**src/design/pvd_pkg.sv**
```systemverilog
// shared types and constants for the pcm volume to dac8 upsampler
package pvd_pkg;

    localparam int MAX_REPEAT = 64;
    localparam int CNT_W      = $clog2(MAX_REPEAT + 1);
    localparam int CFG_W      = 7;
    localparam int QDEPTH     = 4;

    localparam logic [6:0] VOL_FULL     = 7'd100;
    localparam logic [6:0] RESET_VOLUME = 7'd20;
    localparam logic [6:0] RESET_REPEAT = 7'd1;

    // x = mag * vol + 50 stays below 2^22, so (x * RECIP) >> RECIP_SH is exact floor(x / 100)
    localparam int          RECIP_SH = 29;
    localparam logic [22:0] RECIP    = 23'd5368710;
    localparam logic [21:0] HALF_DIV = 22'd50;

    localparam logic [1:0] CFG_MODE   = 2'd0;
    localparam logic [1:0] CFG_VOLUME = 2'd1;
    localparam logic [1:0] CFG_REPEAT = 2'd2;

    typedef struct packed {
        logic       sixteen_bit_mode;
        logic [6:0] volume_percent;
        logic [6:0] repeat_factor;
    } t_cfg;

    typedef struct packed {
        logic [7:0]       code;
        logic [CNT_W-1:0] count;
    } t_run;

endpackage

```
**src/design/pvd_front.sv**
```systemverilog
// front end: accepts sample words, scales them and builds dac code runs
module pvd_front (
    input  logic          i_clk,
    input  logic          i_rst_n,
    input  pvd_pkg::t_cfg i_cfg,
    input  logic          i_valid,
    output logic          o_ready,
    input  logic [15:0]   i_word,
    output logic          o_run_valid,
    input  logic          i_run_ready,
    output pvd_pkg::t_run o_run
);

    logic                      en;
    logic                      neg_in;
    logic [15:0]               mag_in;
    logic [6:0]                vol_in;
    logic [pvd_pkg::CNT_W-1:0] cnt_in;
    logic [44:0]               prod;
    logic [16:0]               sv;

    logic                      r_a_v, r_b_v, r_c_v;
    logic                      r_a_neg, r_b_neg, r_c_neg;
    logic                      r_a_mode, r_b_mode, r_c_mode;
    logic [pvd_pkg::CNT_W-1:0] r_a_cnt, r_b_cnt, r_c_cnt;
    logic [15:0]               r_a_mag;
    logic [6:0]                r_a_vol;
    logic [21:0]               r_b_x;
    logic [15:0]               r_c_q;

    // whole pipe advances unless the last stage is blocked
    assign en      = !r_c_v || i_run_ready;
    assign o_ready = en;

    always_comb begin
        if (i_cfg.sixteen_bit_mode) begin
            neg_in = i_word[15];
            mag_in = i_word[15] ? (~i_word + 16'd1) : i_word;
        end else begin
            neg_in = !i_word[7];
            mag_in = i_word[7] ? {8'd0, i_word[7:0] - 8'd128}
                               : {8'd0, 8'd128 - i_word[7:0]};
        end
        // full volume divides mag * 100 by 100, which leaves it unchanged
        vol_in = (i_cfg.volume_percent >= pvd_pkg::VOL_FULL) ? pvd_pkg::VOL_FULL
                                                             : i_cfg.volume_percent;
        if (i_cfg.repeat_factor == 7'd0) begin
            cnt_in = pvd_pkg::CNT_W'(1);
        end else if (i_cfg.repeat_factor > 7'(pvd_pkg::MAX_REPEAT)) begin
            cnt_in = pvd_pkg::CNT_W'(pvd_pkg::MAX_REPEAT);
        end else begin
            cnt_in = pvd_pkg::CNT_W'(i_cfg.repeat_factor);
        end
    end

    assign prod = {23'd0, r_b_x} * {22'd0, pvd_pkg::RECIP};

    always_ff @(posedge i_clk) begin
        if (!i_rst_n) begin
            r_a_v <= 1'b0;
            r_b_v <= 1'b0;
            r_c_v <= 1'b0;
        end else if (en) begin
            r_a_v <= i_valid;
            r_b_v <= r_a_v;
            r_c_v <= r_b_v;
        end
    end

    always_ff @(posedge i_clk) begin
        if (en) begin
            r_a_neg  <= neg_in;
            r_a_mode <= i_cfg.sixteen_bit_mode;
            r_a_cnt  <= cnt_in;
            r_a_mag  <= mag_in;
            r_a_vol  <= vol_in;

            r_b_neg  <= r_a_neg;
            r_b_mode <= r_a_mode;
            r_b_cnt  <= r_a_cnt;
            r_b_x    <= ({6'd0, r_a_mag} * {15'd0, r_a_vol}) + pvd_pkg::HALF_DIV;

            r_c_neg  <= r_b_neg;
            r_c_mode <= r_b_mode;
            r_c_cnt  <= r_b_cnt;
            r_c_q    <= prod[pvd_pkg::RECIP_SH +: 16];
        end
    end

    // 16-bit mode takes bits 15:8, 8-bit mode bits 7:0; adding 128 flips the top bit
    assign sv          = r_c_neg ? (17'd0 - {1'b0, r_c_q}) : {1'b0, r_c_q};
    assign o_run_valid = r_c_v;
    assign o_run.code  = r_c_mode ? (sv[15:8] ^ 8'h80) : (sv[7:0] ^ 8'h80);
    assign o_run.count = r_c_cnt;

endmodule

```
**src/design/pvd_queue.sv**
```systemverilog
// small fifo of pending runs between front and back
module pvd_queue (
    input  logic          i_clk,
    input  logic          i_rst_n,
    input  logic          i_push_valid,
    output logic          o_push_ready,
    input  pvd_pkg::t_run i_run,
    output logic          o_pop_valid,
    input  logic          i_pop_ready,
    output pvd_pkg::t_run o_run
);

    localparam int PTR_W = $clog2(pvd_pkg::QDEPTH);
    localparam int CNT_W = $clog2(pvd_pkg::QDEPTH + 1);

    pvd_pkg::t_run      r_mem [pvd_pkg::QDEPTH];
    logic [PTR_W-1:0]   r_wr;
    logic [PTR_W-1:0]   r_rd;
    logic [CNT_W-1:0]   r_fill;
    logic               push;
    logic               pop;

    assign o_push_ready = r_fill != CNT_W'(pvd_pkg::QDEPTH);
    assign o_pop_valid  = r_fill != CNT_W'(0);
    assign push         = i_push_valid && o_push_ready;
    assign pop          = o_pop_valid && i_pop_ready;
    assign o_run        = r_mem[r_rd];

    always_ff @(posedge i_clk) begin
        if (!i_rst_n) begin
            r_wr   <= '0;
            r_rd   <= '0;
            r_fill <= '0;
        end else begin
            if (push) begin
                r_wr <= (r_wr == PTR_W'(pvd_pkg::QDEPTH - 1)) ? '0 : r_wr + PTR_W'(1);
            end
            if (pop) begin
                r_rd <= (r_rd == PTR_W'(pvd_pkg::QDEPTH - 1)) ? '0 : r_rd + PTR_W'(1);
            end
            if (push && !pop) begin
                r_fill <= r_fill + CNT_W'(1);
            end else if (pop && !push) begin
                r_fill <= r_fill - CNT_W'(1);
            end
        end
    end

    always_ff @(posedge i_clk) begin
        if (push) begin
            r_mem[r_wr] <= i_run;
        end
    end

endmodule

```
**src/design/pvd_back.sv**
```systemverilog
// back end: plays each run out as repeated dac words from an output register
module pvd_back (
    input  logic          i_clk,
    input  logic          i_rst_n,
    input  logic          i_run_valid,
    output logic          o_run_ready,
    input  pvd_pkg::t_run i_run,
    output logic          o_valid,
    input  logic          i_ready,
    output logic [7:0]    o_dac_code,
    output logic          o_last_of_run
);

    logic                      r_valid;
    logic [7:0]                r_code;
    logic [pvd_pkg::CNT_W-1:0] r_cnt;
    logic                      last;
    logic                      fire;
    logic                      take;

    assign last        = r_cnt == pvd_pkg::CNT_W'(1);
    assign fire        = r_valid && i_ready;
    // next run loads straight behind the last copy of the current one
    assign o_run_ready = !r_valid || (i_ready && last);
    assign take        = i_run_valid && o_run_ready;

    always_ff @(posedge i_clk) begin
        if (!i_rst_n) begin
            r_valid <= 1'b0;
            r_cnt   <= '0;
        end else if (take) begin
            r_valid <= 1'b1;
            r_cnt   <= i_run.count;
        end else if (fire) begin
            if (last) begin
                r_valid <= 1'b0;
            end else begin
                r_cnt <= r_cnt - pvd_pkg::CNT_W'(1);
            end
        end
    end

    always_ff @(posedge i_clk) begin
        if (take) begin
            r_code <= i_run.code;
        end
    end

    assign o_valid       = r_valid;
    assign o_dac_code    = r_code;
    assign o_last_of_run = r_valid && last;

`ifndef SYNTHESIS
    a_cnt_range: assert property (@(posedge i_clk) disable iff (!i_rst_n)
        r_valid |-> (r_cnt != '0) && (r_cnt <= pvd_pkg::CNT_W'(pvd_pkg::MAX_REPEAT)))
        else $error("run count out of range while a word is shown");

    a_run_holds: assert property (@(posedge i_clk) disable iff (!i_rst_n)
        (fire && !last) |=> r_valid && (r_code == $past(r_code))
                            && (r_cnt == $past(r_cnt) - pvd_pkg::CNT_W'(1)))
        else $error("run did not continue with the same code");

    a_run_ends: assert property (@(posedge i_clk) disable iff (!i_rst_n)
        (fire && last && !i_run_valid) |=> !r_valid)
        else $error("output still valid after the last copy with no run queued");
`endif

endmodule

```
**src/design/pcm_volume_to_dac8_upsampler.sv**
```systemverilog
// top level: config registers, front end, run queue and playback back end
//
//  channel   direction  handshake                        payload
//  sample    in         i_sample_valid / o_sample_ready  i_sample_word
//  dac       out        o_dac_valid / i_dac_ready        o_dac_code, o_last_of_run
//  config    in         i_cfg_we (no wait)               i_cfg_addr, i_cfg_wdata
//
//  each sample gives repeat_factor (clamped to 1..64) words, one per cycle at most,
//  all of them shown from the output register
//  the front end is three stages (magnitude, scale, divide by 100 by reciprocal)
//  a four-word run queue lets the front keep accepting while the back plays out
//  synchronous active-low reset clears control state, config returns to 1 / 20 / 1
module pcm_volume_to_dac8_upsampler (
    input  logic        i_clk,
    input  logic        i_rst_n,
    input  logic        i_sample_valid,
    output logic        o_sample_ready,
    input  logic [15:0] i_sample_word,
    output logic        o_dac_valid,
    input  logic        i_dac_ready,
    output logic [7:0]  o_dac_code,
    output logic        o_last_of_run,
    input  logic        i_cfg_we,
    input  logic [1:0]  i_cfg_addr,
    input  logic [pvd_pkg::CFG_W-1:0] i_cfg_wdata
);

    pvd_pkg::t_cfg r_cfg;
    pvd_pkg::t_run front_run;
    pvd_pkg::t_run back_run;
    logic          front_valid;
    logic          front_ready;
    logic          back_valid;
    logic          back_ready;

    always_ff @(posedge i_clk) begin
        if (!i_rst_n) begin
            r_cfg.sixteen_bit_mode <= 1'b1;
            r_cfg.volume_percent   <= pvd_pkg::RESET_VOLUME;
            r_cfg.repeat_factor    <= pvd_pkg::RESET_REPEAT;
        end else if (i_cfg_we) begin
            case (i_cfg_addr)
                pvd_pkg::CFG_MODE:   r_cfg.sixteen_bit_mode <= i_cfg_wdata[0];
                pvd_pkg::CFG_VOLUME: r_cfg.volume_percent   <= i_cfg_wdata[6:0];
                pvd_pkg::CFG_REPEAT: r_cfg.repeat_factor    <= i_cfg_wdata[6:0];
                default: ;
            endcase
        end
    end

    pvd_front u_front (
        .i_clk       (i_clk),
        .i_rst_n     (i_rst_n),
        .i_cfg       (r_cfg),
        .i_valid     (i_sample_valid),
        .o_ready     (o_sample_ready),
        .i_word      (i_sample_word),
        .o_run_valid (front_valid),
        .i_run_ready (front_ready),
        .o_run       (front_run)
    );

    pvd_queue u_queue (
        .i_clk        (i_clk),
        .i_rst_n      (i_rst_n),
        .i_push_valid (front_valid),
        .o_push_ready (front_ready),
        .i_run        (front_run),
        .o_pop_valid  (back_valid),
        .i_pop_ready  (back_ready),
        .o_run        (back_run)
    );

    pvd_back u_back (
        .i_clk         (i_clk),
        .i_rst_n       (i_rst_n),
        .i_run_valid   (back_valid),
        .o_run_ready   (back_ready),
        .i_run         (back_run),
        .o_valid       (o_dac_valid),
        .i_ready       (i_dac_ready),
        .o_dac_code    (o_dac_code),
        .o_last_of_run (o_last_of_run)
    );

endmodule
```
**config.mk**
```make
export PLATFORM = sky130hd
export DESIGN_NAME = pcm_volume_to_dac8_upsampler
export DESIGN_NICKNAME = d
export VERILOG_FILES = /design/src/design/pvd_pkg.sv /design/src/design/pvd_front.sv /design/src/design/pvd_queue.sv /design/src/design/pvd_back.sv /design/src/design/pcm_volume_to_dac8_upsampler.sv
export SDC_FILE = /design/constraint.sdc
export NUM_CORES = 1
export LEC_CHECK = 0
export ABC_AREA = 1
export BUFFER_PORTS_ARGS = -buffer_cell sky130_fd_sc_hd__buf_4
export CAP_MARGIN = 20
export CORE_MARGIN = 3
export CORE_UTILIZATION = 45
export DETAILED_ROUTE_END_ITERATION = 8
export GPL_TIMING_DRIVEN = 0
export PLACE_DENSITY = 0.71
export SYNTH_ARGS = -nofsm -noshare
export SYNTH_HDL_FRONTEND = slang
export SYNTH_HIERARCHICAL = 1
export SYNTH_SLANG_ARGS = --single-unit
export TNS_END_PERCENT = 10
```
**constraint.sdc**
```tcl
create_clock -name i_clk -period 5.46 [get_ports i_clk]
set_input_delay 0.273 -clock i_clk [delete_from_list [all_inputs] [get_ports i_clk]]
set_output_delay 0.273 -clock i_clk [all_outputs]
set_load 0.1 [all_outputs]
```
**After elaboration in Yosys (flattened, before gate mapping)**

Memories as Yosys holds them, arrays and structs flattened. A register that Yosys moved wholly into a read port is not among the register bits.
Index checks and enable logic that the tools add are counted.

- $lt $le $gt $ge: 2
- Reductions and logical operators: 26
- Add/subtract/negate cells: 10
- Eq/ne operators: 7
- Multipliers: 2
- Muxes and demuxes: 21
- Bitwise logic cells: 3

Operator list:

| operator | number |
|---|---|
| two-way mux 16 bit | 3 |
| multiplier 22 x 22 -> 44 bit, second input constant | 1 |
| two-way mux 7 bit | 4 |
| adder 22 x 6 -> 22 bit, second input constant | 1 |
| multiplier 16 x 7 -> 22 bit | 1 |
| adder 16 x 1 -> 16 bit, second input constant | 1 |
| two-way mux 8 bit | 2 |
| NOT 16 bit | 1 |
| subtractor 1 x 16 -> 16 bit, first input constant | 1 |
| AND reduction 2 bit | 5 |
| two-way mux 2 bit | 4 |
| subtractor 8 bit, first input constant | 1 |
| subtractor 8 bit, second input constant | 1 |
| == test 7 x 1 -> 1 bit, second input constant | 1 |
| >= comparator 7 bit, second input constant | 1 |
| greater-than comparator 7 bit, second input constant | 1 |
| logical AND 1 bit | 7 |
| zero test 7 bit | 1 |
| subtractor 7 x 1 -> 7 bit, second input constant | 1 |
| == test 2 bit, second input constant | 3 |
| two-way mux 1 bit | 6 |
| two-way mux 3 bit | 2 |
| nonzero test 2 bit | 3 |
| zero test 1 bit | 5 |
| 11 further kinds | 14 |

- Logic and storage cells: 98
- Memories: 1
- Flip-flop bits (word level): 129
- Bits of input ports: 30
- Memory bits (writable): 60

Memory list:

| memory | depth | bits a word | read ports | clocked after memory_dff | write ports | RTL line | RTL |
|---|---|---|---|---|---|---|---|
| u_queue.r_mem | 4 | 15 | 1 | 1 | 1 | pvd_queue.sv:16 | `pvd_pkg::t_run r_mem [pvd_pkg::QDEPTH];` |

**Depth between registers and ports, before layout**

Gate-level depths: netlist of the first run.

- Depth in word-level cells: 7
- Depth in mapped cells: 24
- Mapped depth without buffers: 24

**By module**

The synthesis of the first run kept the hierarchy.

Modules (own cells, without submodules):

| module | area an instance (sq um) | instances | cells an instance |
|---|---|---|---|
| pvd_front | 17096.4 | 1 | 1994 |
| pvd_queue | 2831.5 | 1 | 215 |
| pvd_back | 858.3 | 1 | 103 |
| pcm_volume_to_dac8_upsampler | 635.6 | 1 | 90 |

**Worst setup path before layout of the first run**

Ideal clock, no wire load.

- Kind: reg2reg
- From: reg u_front.r_b_x[12]
- To: reg u_front.r_c_q[11], data pin
- Cell stages (with the launch flop): 22
- Library setup time: 253 ps
- Setup slack: 30 ps
- Data required time: 5207 ps
- Arrival time: 5177 ps
- Path through: edfxtp_1 -> ha_1 -> inv_1 -> fa_1 -> fa_1 -> fa_1 -> inv_1 -> fa_1 -> fa_1 -> inv_1 -> fa_1 -> inv_1 -> ha_1 -> nand2_1 -> nor2_1 -> inv_1 -> nor2_1 -> nand2_1 -> nand2_1 -> nand2_1 -> nand4_1 -> nand2_1

- Cells in the longest elaborated chain, start to end: 1

RTL lines:

| item | RTL line | RTL |
|---|---|---|
| start, declared | pvd_front.sv:28 | `logic [21:0] r_b_x;` |
| start signal, assigned | pvd_front.sv:81 | `r_b_x <= ({6'd0, r_a_mag} * {15'd0, r_a_vol}) + pvd_pkg::HALF_DIV;` |
| multiplier 22 x 22 -> 44 bit | pvd_front.sv:56 | `assign prod = {23'd0, r_b_x} * {22'd0, pvd_pkg::RECIP};` |
| named net u_front.prod[40] | pvd_front.sv:19 | `logic [44:0] prod;` |
| end signal, assigned | pvd_front.sv:86 | `r_c_q <= prod[pvd_pkg::RECIP_SH +: 16];` |
| end, declared | pvd_front.sv:29 | `logic [15:0] r_c_q;` |

The timed path passes the listed nets, and every way through them passes these cells.
A chain may end at the register's enable or synchronous reset.

**Worst setup path after layout of the first run**

- From: reg u_front.r_b_x[8]
- To: reg u_front.r_c_q[12], data pin

Same word-level chain as after synthesis.

==> results of run 1 <==
[per-layer routing]
metal | track usage, % | wire length (um)
met5 | 0 | 30
met4 | 6.89 | 1610
met3 | 3.37 | 2640
met2 | 35.0 | 25100
met1 | 26.7 | 21500
[metrics by stage]
| step | std cells | utilization, % | TNS, ps |
|---|---|---|---|
| after CTS | 3135 | 51.3 | -1120 |
| after floorplan | 2402 | - | 0 |
| after global routing | 3148 | 51.8 | -4560 |
| final | 3148 | 51.8 | -1720 |
| after detailed placement | 3054 | 48.2 | -8150 |
| after global placement | 3049 | 48.1 | -8530 |
[worst register-to-register path, cell delays in order (launching register included)]
cell	delay [ps]
edfxtp_1	470
buf_6	180
buf_4	130
ha_4	270
inv_1	50
fa_1	470
fa_1	400
inv_1	100
fa_1	430
fa_1	480
fa_1	540
inv_1	80
fa_1	540
inv_1	70
ha_4	260
a21oi_2	200
o21ai_2	80
a21oi_2	150
nand2_1	70
nand2_1	110
nand3_1	90
nand2_1	70
nand2_1	100
[worst min path at each step]
stage	to	cells after the start	slack [ps]	startpoint
after global routing	u_front/r_a_mag[0]	1	20	i_sample_word[0]
after global placement	u_front/r_c_cnt[5]	0	400	u_front/r_b_cnt[5]
after floorplan	u_front/r_a_mag[0]	0	370	i_sample_word[0]
after detailed placement	u_front/r_c_cnt[1]	0	400	u_front/r_b_cnt[1]
after CTS	u_front/r_a_mag[0]	1	4	i_sample_word[0]
final	u_front/r_a_mag[0]	1	40	i_sample_word[0]
[synth_stat cells (10+ instances only)]
cell type,number
o21ai_1,27
fa_1,251
inv_1,589
nor2_2,11
o22ai_2,10
nand2_2,13
edfxtp_1,156
a21oi_1,90
nor3_1,19
o21ai_0,60
clkbuf_1,19
nor2_1,176
o21ai_2,13
ha_1,294
nand2_1,433
xor2_1,17
xnor2_1,10
nand3_1,68
nand4_1,35
dfxtp_1,35
[state kept, by name, summed over array words and instances, names as in the netlist, 2 cells and up, named ones only]
name,cells
u_front/r_a_cnt,7
u_front/r_a_vol,7
u_front/r_c_q,16
r_cfg,15
u_queue/r_fill,3
u_front/r_a_mag,16
u_back/o_dac_code,8
u_queue/r_rd,2
u_queue/r_wr,2
u_front/r_b_x,22
u_front/r_c_cnt,7
u_front/r_b_cnt,7
u_back/r_cnt,7
u_queue/r_mem,60
[layout make-up]
type                    instances  area, sq um
plain buffers                  33          183
clock buffers                  18          429
clock inverters                14          173
fillers                      4129        22500
inverters                     593         2230
multi-input cells            1585        14200
flip-flops and latches        191         5390
well taps                     607          759
repair buffers                107          893
[kinds of logic after synthesis]
| logic type | count (synthesis) | share of synthesized area [%] |
|---|---|---|
| simple gates | 781 | 15.5 |
| buf+inv | 626 | 11.2 |
| fa+ha+maj | 545 | 40.6 |
| compound gates | 232 | 6.37 |
| flops | 191 | 25.1 |
| xor+xnor | 27 | 1.10 |
[repair_timing]
action	CTS	global route
pin swaps	45	36
hold buffers	0	0
gates resized for setup	96	53
setup buffers	49	13
setup endpoints to repair	16	18
==> metrics.yaml, run 1 <==
violations: "negative setup slack"
crit_start: "u_front/r_b_x[8]"
synth_top_cell_by_area: "fa_1"
root_buffer: "clkbuf_16"
antenna_found_initial: 2
critical_path_depth: 22
tightest_slew_ps: 939
cp_max_fo: 4
num_antenna_cells: 0
mostFrequentLayoutCells: "inv_1 (575), nand2_1 (417), ha_1 (273), fa_1 (245), edfxtp_1 (156)"
synth_area_leaders: "fa_1 (23%), edfxtp_1 (22%), ha_1 (17%)"
syn_area_sq_um: 21400
clk_latency_ps: 450
hpwlAfterDp_um: 40500
dp_worst_setup_slack_ps: -596
avgSynthCellArea_sq_um: 8.92
fmax_mhz: 178
start_kind: "flip-flop"
syn_to_final_growth_pct: 13.1
cp.required_ps: 5650
critPathArrivalTime_ps: 5800
first_pass_iters: 5
fin_ws_ps: -144
netlist_instances: 2402
crit_path_max_incr_delay_ps: 540
core_sq_um: 46800
routed_wl_um: 50900
drv_cap: 0
hold_class: "primary input to flip-flop"
slew_headroom_pct: 37.1
postPlaceCellArea_sq_um: 22600
cts_tree: "done"
grt_pass1_wl_um: 82000
critPathKind: "flip-flop to flip-flop"
mostFrequentLayoutCell: "inv_1"
die_h_um: 224
dr_total_vias: 16200
wire_per_inst_um: 16.2
yosys.area.top_type_share_pct: 23.5
drive_gt1_share_pct: 12.9
r2r_setup_slack_ps: -140
ys_ff_latch: 191
pin_count: 41
ff2ff_path_depth: 22
period_share_pct: 103
ys_warn_count: 6
grt-ovfl-total: 0
gp_congestion: 0.924
critPathBufInv: 6
io_buffers: 40
setup_violations: 16
initial_core_util_pct: 45.8
critPathTopFamily: "adder cells"
crit_path_frequent_cell: "fa_1"
finalHoldViolations: 0
die_x_um: 224
first_iter_violations: 1170
drc: 0
design_area_sq_um: 24200
path_cells: "buf_6, buf_4, ha_4, inv_1, fa_1, fa_1, inv_1, fa_1, fa_1, fa_1, inv_1, fa_1, inv_1, ha_4, a21oi_2, o21ai_2, a21oi_2, nand2_1, nand2_1, nand3_1, nand2_1, nand2_1"
final_nets: 3103
clock-skew-final_ps: 15.1
grt_pass1_vias: 16400
ys_types: 50
critPathCapture: "u_front/r_c_q[12]"
endpoint_kind: "flip-flop"
outcome: "finished with violations"
via_per_inst: 5.15
final_antenna_net_count: 0
r2r-end: "u_front/r_c_q[12]"
die-area_sq_um: 50300
critPathSlowestCell: "fa_1"
cts.sinks: 191
hold_slack_ps: 35.9
synth_top_flop_cell: "edfxtp_1"
grt_max_degree: 56
clockBufferDepth: 2
clk_pin_slew_ps: 70
drv_slew: 0
synth_nets: 2977
num_rows: 79
rsz0062_at_grt: "yes"
numCtsBuffers: 17
min_period_ps: 5600
track_usage_pct: 20.5
r2r-start: "u_front/r_b_x[8]"
synth-edff-count: 156
synth-seq-area-share_pct: 25.1
htreeDepth: 4
ys_async_sr_fraction_pct: 0
Power of run 1 is not shown: default switching activity piles up to over one toggle a cycle in this logic, so the estimate is an artifact.
==> inputs of run 2 (changes only) <==
--- a/config.mk
+++ b/config.mk
@@ -11,7 +11,6 @@
 export CORE_MARGIN = 3
 export CORE_UTILIZATION = 45
 export DETAILED_ROUTE_END_ITERATION = 8
-export GPL_TIMING_DRIVEN = 0
 export PLACE_DENSITY = 0.71
 export SYNTH_ARGS = -nofsm -noshare
 export SYNTH_HDL_FRONTEND = slang
==> constraint.sdc (replaced) <==
create_clock -name i_clk -period 4.6 [get_ports i_clk]
set_input_delay 0.23 -clock i_clk [delete_from_list [all_inputs] [get_ports i_clk]]
set_output_delay 0.23 -clock i_clk [all_outputs]
set_load 0.1 [all_outputs]
==> run 2 against run 1 <==
Net effect: the flow still finishes with violations (negative setup slack); fmax is 2.8% higher; cell count is 4.6% higher; highest routed layer is now met4; register-to-register slack worse by 710 ps; routed wire length is 3.2% higher; sequential share of layout area is 1.4 points lower; critical path depth is 1 lower; worst hold slack worse by 6.6 ps; critical path type unchanged; worst setup slack worse by 710 ps; first-iteration DRC count is 20% lower; clock skew is 9.9 ps higher.
==> metrics.yaml, run 2 (same netlist as run 1, synthesis figures left out) <==
outcome: "finished with violations"
violations: "negative setup slack"
min_period_ps: 5450
crit_path_frequent_cell: "fa_1"
grt-ovfl-total: 0
top_regs: "u_queue/r_mem x60, u_front/r_b_x x22"
period_share_pct: 118
crit_path_max_incr_delay_ps: 530
hold_slack_ps: 29.3
r2r-start: "u_front/r_b_x[14]"
dp.cells: 3229
final_nets: 3246
die_h_um: 224
gp_congestion: 0.925
fmax_mhz: 183
grt_pass1_wl_um: 84400
syn_to_final_growth_pct: 20.6
dr_total_vias: 16500
core_sq_um: 46800
hold_class: "primary input to flip-flop"
critPathTopFamily: "adder cells"
critPathSlowestCell: "fa_1"
die-area_sq_um: 50300
crit_start: "u_front/r_b_x[14]"
ff2ff_path_depth: 21
die_x_um: 224
endpoint_kind: "flip-flop"
critPathCapture: "u_front/r_c_q[14]"
clockBufferDepth: 2
drive_gt1_share_pct: 20.0
clk_pin_slew_ps: 80
drv_cap: 0
drv_slew: 0
num_rows: 79
fin_ws_ps: -851
numCtsBuffers: 17
hold_start: "i_sample_valid"
clock-skew-final_ps: 25.0
hpwlAfterDp_um: 43300
path_cells: "buf_4, ha_1, inv_1, fa_2, fa_1, inv_1, fa_1, fa_1, fa_1, inv_1, fa_1, inv_1, ha_4, a21oi_4, o21ai_2, a21oi_2, nand2_1, nand2_2, nand3_1, nand2_1, nand2_2"
cp.required_ps: 4800
grt_max_degree: 36
r2r-end: "u_front/r_c_q[14]"
largest_reg_flops: 60
top_register: "u_queue/r_mem"
stdcell_count: 3292
mostFrequentLayoutCells: "inv_1 (573), nand2_1 (409), buf_4 (263), ha_1 (255), fa_1 (245)"
first_iter_violations: 938
clk_latency_ps: 470
fillers: 4049
critPathBufInv: 5
grt_pass1_vias: 16800
critical_path_depth: 21
fin_util_pct: 55.2
initial_core_util_pct: 45.8
root_buffer: "clkbuf_16"
cts.sinks: 191
wire_per_inst_um: 16.0
via_per_inst: 5.00
final_antenna_net_count: 0
critPathKind: "flip-flop to flip-flop"
mostFrequentLayoutCell: "inv_1"
routed_wl_um: 52600
htreeDepth: 4
first_pass_iters: 5
slew_headroom_pct: 38.1
start_kind: "flip-flop"
pin_count: 41
antenna_found_initial: 0
cts_tree: "done"
setup_violations: 18
io_buffers: 40
finalHoldViolations: 0
critPathArrivalTime_ps: 5650
r2r_setup_slack_ps: -850
cp_max_fo: 3
drc: 0
tightest_slew_ps: 928
rsz0062_at_grt: "yes"
track_usage_pct: 21.2
## run 2: worst min-delay path by stage
| stage | cells after the start | slack [ps] | end |
|---|---|---|---|
| CTS | 3 | 0.6 | r_cfg[4] |
| global placement | 0 | 400 | u_front/r_c_cnt[2] |
| floorplan | 0 | 330 | u_front/r_a_mag[0] |
| finish | 3 | 30 | u_front/r_a_v |
| detailed placement | 0 | 400 | u_front/r_b_cnt[1] |
| global route | 3 | 10 | r_cfg[4] |
## run 2: repair_timing
action,CTS,global route
buffers inserted,10,13
pin swaps,21,48
hold endpoints to repair,7,0
setup endpoints to repair,18,28
gates resized for setup,62,114
hold buffers,7,0
## run 2: worst register-to-register path, cell delays in order (launching register included)
cell and delay, ps:
edfxtp_1 500, buf_4 180, ha_1 270, inv_1 90
fa_2 450, fa_1 500, inv_1 50, fa_1 500
fa_1 430, fa_1 490, inv_1 60, fa_1 530
inv_1 60, ha_4 250, a21oi_4 160, o21ai_2 100
a21oi_2 190, nand2_1 80, nand2_2 70, nand3_1 70
nand2_1 80, nand2_2 90
## run 2: area by class of cell
cell class | count | area, sq um | area share [%]
antenna | 1 | 2.50 | 0.00969
inverter | 593 | 2230 | 8.62
clock inverter | 15 | 213 | 0.824
multi-input combinational | 1585 | 14600 | 56.6
tap | 607 | 759 | 2.94
clock buffer | 17 | 425 | 1.65
sequential | 191 | 5390 | 20.9
timing repair buffer | 283 | 2210 | 8.55
## run 2: routing by layer
metal | vias to the layer above | share of wire [%] | GRT usage (%)
li1 | 8065 | - | -
met1 | 8032 | 44 | 27.6
met2 | 284 | 50 | 36.3
met3 | 74 | 3.5 | 3.28
met4 | 0 | 2.8 | 6.93
met5 | - | 0 | 0
## run 2: stage by stage
step	setup TNS (ps)	instance area [sq um]	worst slack, ps
after floorplan	-8300	21600	-536
after global placement	-13780	24100	-949
after detailed placement	-14640	24100	-972
after CTS	-13210	25100	-875
after global routing	-17480	25800	-1030
final	-12910	25800	-851
Power of run 2 is left out for the same reason.
